<file path="src/rtl/core/krs_pkg.sv">
package krs_pkg;

  localparam int KRS_DEPTH = 16;

  typedef enum logic [2:0] {
    FN_PUSH   = 3'd0,
    FN_POP    = 3'd1,
    FN_READ   = 3'd2,
    FN_SEARCH = 3'd3,
    FN_UPDATE = 3'd4,
    FN_DELETE = 3'd5
  } krs_func_t;

  typedef enum logic [1:0] {
    ST_OK       = 2'd0,
    ST_EMPTY    = 2'd1,
    ST_NOTFOUND = 2'd2,
    ST_FULL     = 2'd3
  } krs_status_t;

  typedef enum logic [2:0] {
    S_IDLE,
    S_SCAN_RD,
    S_SCAN_CMP,
    S_SHIFT_RD,
    S_SHIFT_WR,
    S_RESP
  } krs_state_t;

  typedef struct packed {
    logic [15:0]        id;
    logic [31:0]        name_tag;
    logic signed [31:0] price;
  } krs_rec_t;

  typedef struct packed {
    logic [2:0]         func;
    logic [15:0]        item_id;
    logic [31:0]        item_name_tag;
    logic signed [31:0] item_price;
    logic [3:0]         position;
  } krs_in_t;

  typedef struct packed {
    logic [1:0]         status;
    logic [15:0]        found_id;
    logic [31:0]        found_name_tag;
    logic signed [31:0] found_price;
    logic [4:0]         entry_count;
  } krs_out_t;

endpackage

</file>
<file path="src/rtl/core/keyed_record_stack.sv">
// Push, pop, read and error words go from acceptance to S_RESP, which loads out_valid
// when the output is not stalled. Search/update read and then compare each entry from
// the top (S_SCAN_RD, S_SCAN_CMP) before S_RESP; delete, on a match, also moves each
// entry above it down to close the gap (S_SHIFT_RD, S_SHIFT_WR). Throughput: one word at
// a time; the scan and compaction loops over the record memory set the time. Synchronous
// active-low reset clears the count and control; record memory contents are not cleared.
module keyed_record_stack #(
  parameter int DEPTH = krs_pkg::KRS_DEPTH
) (
  input  logic             clk,
  input  logic             rst_n,
  input  logic             in_valid,
  output logic             in_stall,
  input  krs_pkg::krs_in_t in_data,
  output logic             out_valid,
  input  logic             out_stall,
  output krs_pkg::krs_out_t out_data
);
  import krs_pkg::*;

  localparam int CW = $clog2(DEPTH + 1);
  localparam int AW = (DEPTH > 1) ? $clog2(DEPTH) : 1;
  localparam int PW = CW + 4;

  krs_rec_t mem [DEPTH];

  krs_state_t  state_r, state_nxt;
  logic [CW-1:0] count_r, count_nxt;
  logic [AW-1:0] idx_r, idx_nxt;
  krs_in_t     req_r;
  krs_status_t res_status_r, res_status_nxt;
  logic        res_use_rd_r, res_use_rd_nxt;
  krs_rec_t    rdata_r;
  logic        out_valid_r;
  krs_out_t    out_data_r;

  logic          in_accept;
  logic          out_load;
  logic          rd_en;
  logic [AW-1:0] raddr;
  logic          we;
  logic [AW-1:0] waddr;
  krs_rec_t      wdata;
  logic          is_empty;
  logic          is_full;
  logic          more_to_shift;
  logic          id_match;
  krs_func_t     in_func;
  krs_func_t     req_func;

  assign in_stall      = (state_r != S_IDLE);
  assign in_accept     = in_valid && !in_stall;
  assign is_empty      = (count_r == '0);
  assign is_full       = (count_r >= CW'(DEPTH));
  assign more_to_shift = ((CW + 1)'(idx_r) + (CW + 1)'(1)) < (CW + 1)'(count_r);
  assign id_match      = (rdata_r.id == req_r.item_id);
  assign in_func       = krs_func_t'(in_data.func);
  assign req_func      = krs_func_t'(req_r.func);
  assign out_valid     = out_valid_r;
  assign out_data      = out_data_r;

  // next state
  always_comb begin
    state_nxt = state_r;
    unique case (state_r)
      S_IDLE: begin
        if (in_accept) begin
          if ((in_func == FN_SEARCH || in_func == FN_UPDATE || in_func == FN_DELETE) &&
              !is_empty) begin
            state_nxt = S_SCAN_RD;
          end else begin
            state_nxt = S_RESP;
          end
        end
      end
      S_SCAN_RD: state_nxt = S_SCAN_CMP;
      S_SCAN_CMP: begin
        if (id_match) begin
          state_nxt = (req_func == FN_DELETE) ? S_SHIFT_RD : S_RESP;
        end else if (idx_r == '0) begin
          state_nxt = S_RESP;
        end else begin
          state_nxt = S_SCAN_RD;
        end
      end
      S_SHIFT_RD: state_nxt = more_to_shift ? S_SHIFT_WR : S_RESP;
      S_SHIFT_WR: state_nxt = S_SHIFT_RD;
      S_RESP: begin
        if (out_load) begin
          state_nxt = S_IDLE;
        end
      end
      default: state_nxt = S_IDLE;
    endcase
  end

  // datapath and memory controls
  always_comb begin
    rd_en          = 1'b0;
    raddr          = idx_r;
    we             = 1'b0;
    waddr          = idx_r;
    wdata          = rdata_r;
    count_nxt      = count_r;
    idx_nxt        = idx_r;
    res_status_nxt = res_status_r;
    res_use_rd_nxt = res_use_rd_r;
    out_load       = 1'b0;
    unique case (state_r)
      S_IDLE: begin
        if (in_accept) begin
          res_status_nxt = ST_OK;
          res_use_rd_nxt = 1'b0;
          unique case (in_func)
            FN_PUSH: begin
              if (is_full) begin
                res_status_nxt = ST_FULL;
              end else begin
                we        = 1'b1;
                waddr     = AW'(count_r);
                wdata     = '{id: in_data.item_id, name_tag: in_data.item_name_tag,
                              price: in_data.item_price};
                count_nxt = count_r + CW'(1);
              end
            end
            FN_POP: begin
              if (is_empty) begin
                res_status_nxt = ST_EMPTY;
              end else begin
                rd_en          = 1'b1;
                raddr          = AW'(count_r - CW'(1));
                count_nxt      = count_r - CW'(1);
                res_use_rd_nxt = 1'b1;
              end
            end
            FN_READ: begin
              if (is_empty) begin
                res_status_nxt = ST_EMPTY;
              end else if (PW'(in_data.position) >= PW'(count_r)) begin
                res_status_nxt = ST_NOTFOUND;
              end else begin
                rd_en          = 1'b1;
                raddr          = AW'(PW'(count_r) - PW'(in_data.position) - PW'(1));
                res_use_rd_nxt = 1'b1;
              end
            end
            FN_SEARCH, FN_UPDATE, FN_DELETE: begin
              if (is_empty) begin
                res_status_nxt = ST_EMPTY;
              end else begin
                idx_nxt = AW'(count_r - CW'(1));
              end
            end
            default: res_status_nxt = ST_NOTFOUND;
          endcase
        end
      end
      S_SCAN_RD: begin
        rd_en = 1'b1;
        raddr = idx_r;
      end
      S_SCAN_CMP: begin
        if (id_match) begin
          if (req_func == FN_SEARCH) begin
            res_use_rd_nxt = 1'b1;
          end else if (req_func == FN_UPDATE) begin
            we    = 1'b1;
            waddr = idx_r;
            wdata = '{id: rdata_r.id, name_tag: req_r.item_name_tag,
                      price: req_r.item_price};
          end
        end else if (idx_r == '0) begin
          res_status_nxt = ST_NOTFOUND;
        end else begin
          idx_nxt = idx_r - AW'(1);
        end
      end
      S_SHIFT_RD: begin
        if (more_to_shift) begin
          rd_en = 1'b1;
          raddr = idx_r + AW'(1);
        end else begin
          count_nxt = count_r - CW'(1);
        end
      end
      S_SHIFT_WR: begin
        we      = 1'b1;
        waddr   = idx_r;
        wdata   = rdata_r;
        idx_nxt = idx_r + AW'(1);
      end
      S_RESP: out_load = !out_valid_r || !out_stall;
      default: ;
    endcase
  end

  always_ff @(posedge clk) begin
    if (we) begin
      mem[waddr] <= wdata;
    end
  end

  always_ff @(posedge clk) begin
    if (rd_en) begin
      rdata_r <= mem[raddr];
    end
  end

  always_ff @(posedge clk) begin
    if (!rst_n) begin
      state_r     <= S_IDLE;
      count_r     <= '0;
      out_valid_r <= 1'b0;
    end else begin
      state_r <= state_nxt;
      count_r <= count_nxt;
      if (out_load) begin
        out_valid_r <= 1'b1;
      end else if (!out_stall) begin
        out_valid_r <= 1'b0;
      end
    end
  end

  always_ff @(posedge clk) begin
    idx_r        <= idx_nxt;
    res_status_r <= res_status_nxt;
    res_use_rd_r <= res_use_rd_nxt;
    if (in_accept) begin
      req_r <= in_data;
    end
    if (out_load) begin
      out_data_r.status         <= res_status_r;
      out_data_r.found_id       <= res_use_rd_r ? rdata_r.id : '0;
      out_data_r.found_name_tag <= res_use_rd_r ? rdata_r.name_tag : '0;
      out_data_r.found_price    <= res_use_rd_r ? rdata_r.price : '0;
      out_data_r.entry_count    <= 5'(count_r);
    end
  end

  a_count_bound: assert property (@(posedge clk) disable iff (!rst_n)
    count_r <= CW'(DEPTH))
    else $error("record count above depth");

  a_cmp_after_rd: assert property (@(posedge clk) disable iff (!rst_n)
    (state_r == S_SCAN_CMP) |-> $past(rd_en))
    else $error("compare without a preceding memory read");

  a_shift_after_rd: assert property (@(posedge clk) disable iff (!rst_n)
    (state_r == S_SHIFT_WR) |-> ($past(rd_en) && $past(state_r) == S_SHIFT_RD))
    else $error("compaction write without a preceding read");

  a_busy_after_accept: assert property (@(posedge clk) disable iff (!rst_n)
    in_accept |=> in_stall)
    else $error("accepted word did not make the block busy");

endmodule
</file>
<file path="config.mk">
export PLATFORM = sky130hd
export DESIGN_NAME = keyed_record_stack
export DESIGN_NICKNAME = d
export VERILOG_FILES = /design/src/rtl/core/krs_pkg.sv /design/src/rtl/core/keyed_record_stack.sv
export SDC_FILE = /design/constraint.sdc
export NUM_CORES = 2
export LEC_CHECK = 0
export ABC_AREA = 1
export BUFFER_PORTS_ARGS = -buffer_cell sky130_fd_sc_hd__buf_4
export CAP_MARGIN = 30
export CORE_UTILIZATION = 60
export DETAILED_ROUTE_END_ITERATION = 16
export HOLD_SLACK_MARGIN = 0.12
export PLACE_DENSITY_LB_ADDON = 0.15
export SETUP_SLACK_MARGIN = 0.3
export SLEW_MARGIN = 20
export SYNTH_ARGS = -nofsm -noshare
export SYNTH_HDL_FRONTEND = slang
export SYNTH_SLANG_ARGS = --single-unit
export TNS_END_PERCENT = 50
</file>
<file path="constraint.sdc">
create_clock -name clk -period 12.8 [get_ports clk]
set_input_delay 0 -clock clk [delete_from_list [all_inputs] [get_ports clk]]
set_output_delay 0 -clock clk [all_outputs]
set_load 0.05 [all_outputs]
</file>
# After elaboration in Yosys (flattened, before gate mapping)

Memories as Yosys holds them, arrays and structs flattened. A register that Yosys moved wholly into a read port is not among the register bits.
Index checks and enable logic that the tools add are counted.

Equal/unequal tests: 27
Add/subtract/negate cells: 7
Reduce and logical (&&, ||, !) cells: 24
Multiplexer cells: 69
Order comparisons: 3

Operators with widths:

| operator                                                         | number |
|---|---|
| 80-bit two-way mux                                               | 3 |
| 64-bit two-way mux                                               | 3 |
| 80-bit case mux with 2 select lines                              | 1 |
| 4-bit two-way mux                                                | 13 |
| 1-bit two-way mux                                                | 21 |
| 5-bit two-way mux                                                | 4 |
| 5-bit case mux with 2 select lines                               | 2 |
| 3-bit == test (second input constant)                            | 6 |
| 3-bit two-way mux                                                | 6 |
| 2-bit != test (second input constant)                            | 9 |
| 3-bit case mux with 6 select lines                               | 1 |
| 16-bit == test                                                   | 1 |
| 4-bit case mux with 2 select lines                               | 2 |
| 3-bit by 2-bit == test with 1-bit output (second input constant) | 5 |
| 2-bit two-way mux                                                | 6 |
| 4-bit case mux with 3 select lines                               | 1 |
| 4-bit AND reduction                                              | 2 |
| 3-bit by 1-bit == test with 1-bit output (second input constant) | 2 |
| 3-bit logical NOT                                                | 2 |
| 3-bit != test (second input constant)                            | 2 |
| 1-bit case mux with 3 select lines                               | 2 |
| 2-bit case mux with 3 select lines                               | 1 |
| 6-bit AND reduction                                              | 1 |
| 3-bit nonzero test                                               | 2 |
| 24 further kinds                                                 | 32 |

Word-level logic and storage cells: 146
Output and inout port bits: 89
RAM bits: 1280
Memories kept: 1
Register bits: 186

Memories:

| memory | words | width | rd ports | clocked after Yosys merged registers in | wr ports | RTL line                 | RTL |
|---|---|---|---|---|---|---|---|
| mem    | 16    | 80    | 1        | 1                                       | 1        | keyed_record_stack.sv:25 | `krs_rec_t mem [DEPTH];` |

# Longest topological paths before layout

Word-level depth: 7
Gate-level depth with buffers: 23

# Least setup slack after synthesis

OpenSTA, ideal clock, no wires.

Path kind: register to register
Start: register state_r[0]
End: memory mem[4][0] (netlist name) (enable)
Path buffers: 1
Stages on the path, launching flop included: 13
Path slack: 7206 ps
Arrival time: 5075 ps
Library setup time: 519 ps
Path through: dfxtp_1 inv_2 nand2_2 nor2_4 nand2_2 nor3_2 inv_1 clkbuf_1 nand2_1 o21ai_0 inv_1 nand2_1 nor2_1

Longest elaborated chain between the ends: 7

Ends and longest elaborated chain:

| what                                    | RTL line                  | RTL |
|---|---|---|
| start: declaration                      | keyed_record_stack.sv:27  | `krs_state_t state_r, state_nxt;` |
| start signal: assignment                | keyed_record_stack.sv:215 | `state_r <= state_nxt;` |
| 3-bit nonzero test                      | keyed_record_stack.sv:51  | `assign in_stall = (state_r != S_IDLE);` |
| 1-bit logical NOT                       | keyed_record_stack.sv:52  | `assign in_accept = in_valid && !in_stall;` |
| 1-bit logical AND                       | keyed_record_stack.sv:52  |  |
| 1-bit two-way mux                       | keyed_record_stack.sv:111 | `if (in_accept) begin` |
| 1-bit case mux with 3 select lines      | keyed_record_stack.sv:109 | `unique case (state_r)` |
| 1-bit two-way mux                       | keyed_record_stack.sv:198 | `if (we) begin` |
| 1-bit two-way mux (implied by the code) | keyed_record_stack.sv:199 | `mem[waddr] <= wdata;` |
| end: declaration                        | keyed_record_stack.sv:25  |  |

Parallel ways exist; a longest one is shown, timed or not.

# Worst setup path after layout

Start: register state_r[2]
End: register rdata_r[44] (netlist name)

Longest elaborated chain between the ends: 5

Ends and longest elaborated chain:

| what                                                                                     | RTL line |
|---|---|
| 3-bit nonzero test                                                                       | keyed_record_stack.sv:51 |
| 1-bit logical NOT                                                                        | keyed_record_stack.sv:52 |
| 1-bit logical AND                                                                        | keyed_record_stack.sv:52 |
| 1-bit two-way mux or 4-bit two-way mux (tied branches)                                   | keyed_record_stack.sv:111 |
| 1-bit case mux with 3 select lines or 4-bit case mux with 2 select lines (tied branches) | keyed_record_stack.sv:109 |

Parallel ways exist; a longest one is shown, timed or not.
A chain may end at the register's enable or synchronous reset.

==> key figures <==
Routing
  – Iter 0 DRT Violations: 6788
  – # DRC: 0
  – Antenna Violating Nets Remaining: 0
  – Via count: 48690
  – Routed WL: 188400 um
  – Drt wl/cell: 23.04 um
  – Drt pass-1 iters: 6
  – Post-DR vias/cell: 5.954

Synthesis
  – EDFF count, synth: 1537
  – Mapped Cells: 6294
  – Synth area leader: edfxtp_1
  – Flops & latches, synth: 1546
  – Most frequent cell after synthesis: edfxtp_1
  – Main synth FF type: edfxtp_1
  – Distinct cells, synth: 41
  – Largest cells by area after synthesis: edfxtp_1, nand3_1, nand2_1, inv_1, nand3b_1
  – Sequential share of the synthesized area: 0.6816
  – Syn_nets: 6401
  – Synth top area share: 0.6790
  – Most instantiated cells after synthesis: edfxtp_1, nand3_1, nand2_1
  – YS warnings: 0
  – Ys async rst share: 0
  – Syn Area/Cell: 10.80 um^2
  – Mapped cell area: 67980 um^2

Critical path
  – Reg-to-reg endpoint: rdata_r[44]$_DFFE_PP_
  – Critical path endpoint category: flip-flop
  – Crit path required time: 13310 ps
  – WS Path Type: reg2reg
  – Arr. time, crit path: 6850 ps
  – Critical path peak fanout: 199
  – Worst r2r path cells: 18
  – FF-to-FF Start: state_r[2]$_SDFFE_PN0P_
  – CP Launch Point: state_r[2]$_SDFFE_PN0P_
  – R2R Setup Slk: 6460 ps
  – CP Launch Type: flip-flop

Floorplan
  – Die W: 338.6 um
  – Core Area: 112300 um^2
  – Total die area: 114600 um^2
  – Starting density of the core: 0.6051
  – Num rows: 123
  – Die height: 338.6 um
  – # IOs: 180

Placed design
  – Gpl congestion: 0.8152
  – Port Buf Inserts: 179
  – Post-DP Area: 70670 um^2
  – Dpl hpwl: 92180 um

Global routing
  – First-pass GRT wire length: 281500 um
  – Largest net degree at the start of global routing: 204
  – GRT Residual Overflow: 0
  – Tot GR Track Use: 0.3261
  – Vias in the first global route: 46570
  – Initial antenna violation count: 2

STA
  – Worst-margin pin slew: 1105 ps
  – Final Hold Fails: 0
  – Setup Viol. Count Final: 0
  – Max-slew violations: 0
  – Final worst path period share: 0.4950
  – Tmin final: 6337 ps
  – Max Freq: 157.8 MHz
  – Clk_skew: 41.17 ps
  – RSZ-0062 raised after global routing: no
  – Total Neg Setup Slack: 0 ps
  – Max_slew headroom: 0.2636

Layout
  – Share of cells above drive strength 1: 0.09122
  – Design Area, Final: 77670 um^2
  – P&R area growth vs syn: 14.26%
  – Final net count: 6656

Hold path
  – Hold Path Class: in2reg
  – Hold_sp: in_data[86]
  – Worst Hold Depth: 4
  – Hold Path End: res_status_r[1]$_SDFFCE_PP1P_

Clocking
  – TritonCTS clock tree: yes
  – CTS Buf Count: 157
  – Sink Count: 1546
  – Worst-skew pair later-pin latency: 790 ps
  – Post-CTS resize count: 0
  – Cts hold-fix bufs: 176
  – Longest Clk Path Bufs: 3
  – Root Driver: clkbuf_16
  – Post-CTS Setup Bufs: 0
  – Clk pin slew, worst setup/hold paths: 60 ps
  – H-tree depth: 4

Pwr
  – PwrDens: 286.9 nW/um^2
  – VDD IR max: 0.3657 mV
  – Leak: 0.03166 uW

Status
  – Outcome: completed

Run
  – Max-cap viol count: 0
-- cell type report --
cell class,instances,area [um^2]
Clock buffer,193,4106
Multi-Input combinational cell,3438,16550
Fill cell,7941,34680
Inverter,916,3462
Timing Repair Buffer,490,4389
Antenna cell,2,5.005
Clock inverter,93,949.7
Sequential cell,1546,46330
Tap cell,1500,1877
-- cells in the final DEF (no fill, tap or decap), types with 12 or more instances in the layout --
cell,netlist,routed
a21oi_1,17,17
buf_12,0,12
buf_4,25,284
bufinv_16,0,16
clkbuf_1,126,34
clkbuf_16,0,159
clkinv_1,0,32
clkinv_2,0,28
dlygate4sd3_1,0,176
edfxtp_1,1537,1537
ha_1,15,15
inv_1,903,901
nand2_1,1359,1358
nand3_1,1459,1458
nand3b_1,138,138
nor2_1,168,149
nor2_4,3,22
o21ai_0,145,145
o221ai_1,63,45
o221ai_2,0,18
xnor2_1,14,14
-- cell families after synthesis --
family	synth area share
fa+ha+maj	0.003055
compound gates	0.02229
buf+inv	0.07985
simple gates	0.2102
xor+xnor	0.002964
flops	0.6816
-- per-stage QoR --
step                worst slack (ps)  power, uW  std cells  hold slack, ps    util
global placement                6274      17140       7671           189.6  0.6251
floorplan                       7206      14700       6294           98.87       -
CTS                             6707      22080       8169           155.3  0.6897
global route                    6284      23410       8177           208.5  0.6913
detailed placement              6723      17480       7707           189.7  0.6290
finish                          6463      22280       8178           178.6  0.6913
-- sequential cells by signal (all words and copies together), names as in the netlist, 3 cells and up --
signal,flops
count_r,5
state_r,3
req_func,3
idx_r,4
rdata_r,80
req_r,80
mem,1280
out_data,87
-- worst max path at each step --
stage / end / slack, ps / depth (start not counted)
4_1_cts: rdata_r[39]$_DFFE_PP_ / 6710 / 18
5_1_grt: rdata_r[56]$_DFFE_PP_ / 6280 / 18
3_3_place_gp: rdata_r[20]$_DFFE_PP_ / 6270 / 17
6_report: rdata_r[44]$_DFFE_PP_ / 6460 / 18
2_1_floorplan: mem[4][0]$_DFFE_PP_ / 7210 / 12
3_5_place_dp: rdata_r[56]$_DFFE_PP_ / 6720 / 18
-- critical path, cell delays in order, from the launching register on --
cell and delay, ps:
dfxtp_1 350, inv_2 90, nand2_4 340, nor2_4 300
buf_4 810, inv_1 380, nand2_1 180, nand2_1 80
nor2_2 180, nand2_8 420, nand2_8 600, buf_4 550
buf_16 300, buf_12 540, nand2_1 130, nand3_1 110
nand3_1 80, nand3_1 140, nand2_1 70
-- routing by layer --
layer | routed length [um] | up-vias | global-route usage
li1 | - | 21880 | -
met1 | 71880 | 23400 | 0.4488
met2 | 88440 | 2882 | 0.5245
met3 | 21060 | 527 | 0.05316
met4 | 7033 | 2 | 0.1266
met5 | 29 | - | 0
-- report_power, final --
| part | switching [uW] | internal, uW | leakage, uW |
|---|---|---|---|
| registers | 295 | 7510 | 0.0140 |
| logic | 7280 | 2650 | 0.0152 |
| clock network | 1940 | 2610 | 0.00247 |
| total | 9510 | 12800 | 0.0317 |
Power figures use the tool's default switching activity.
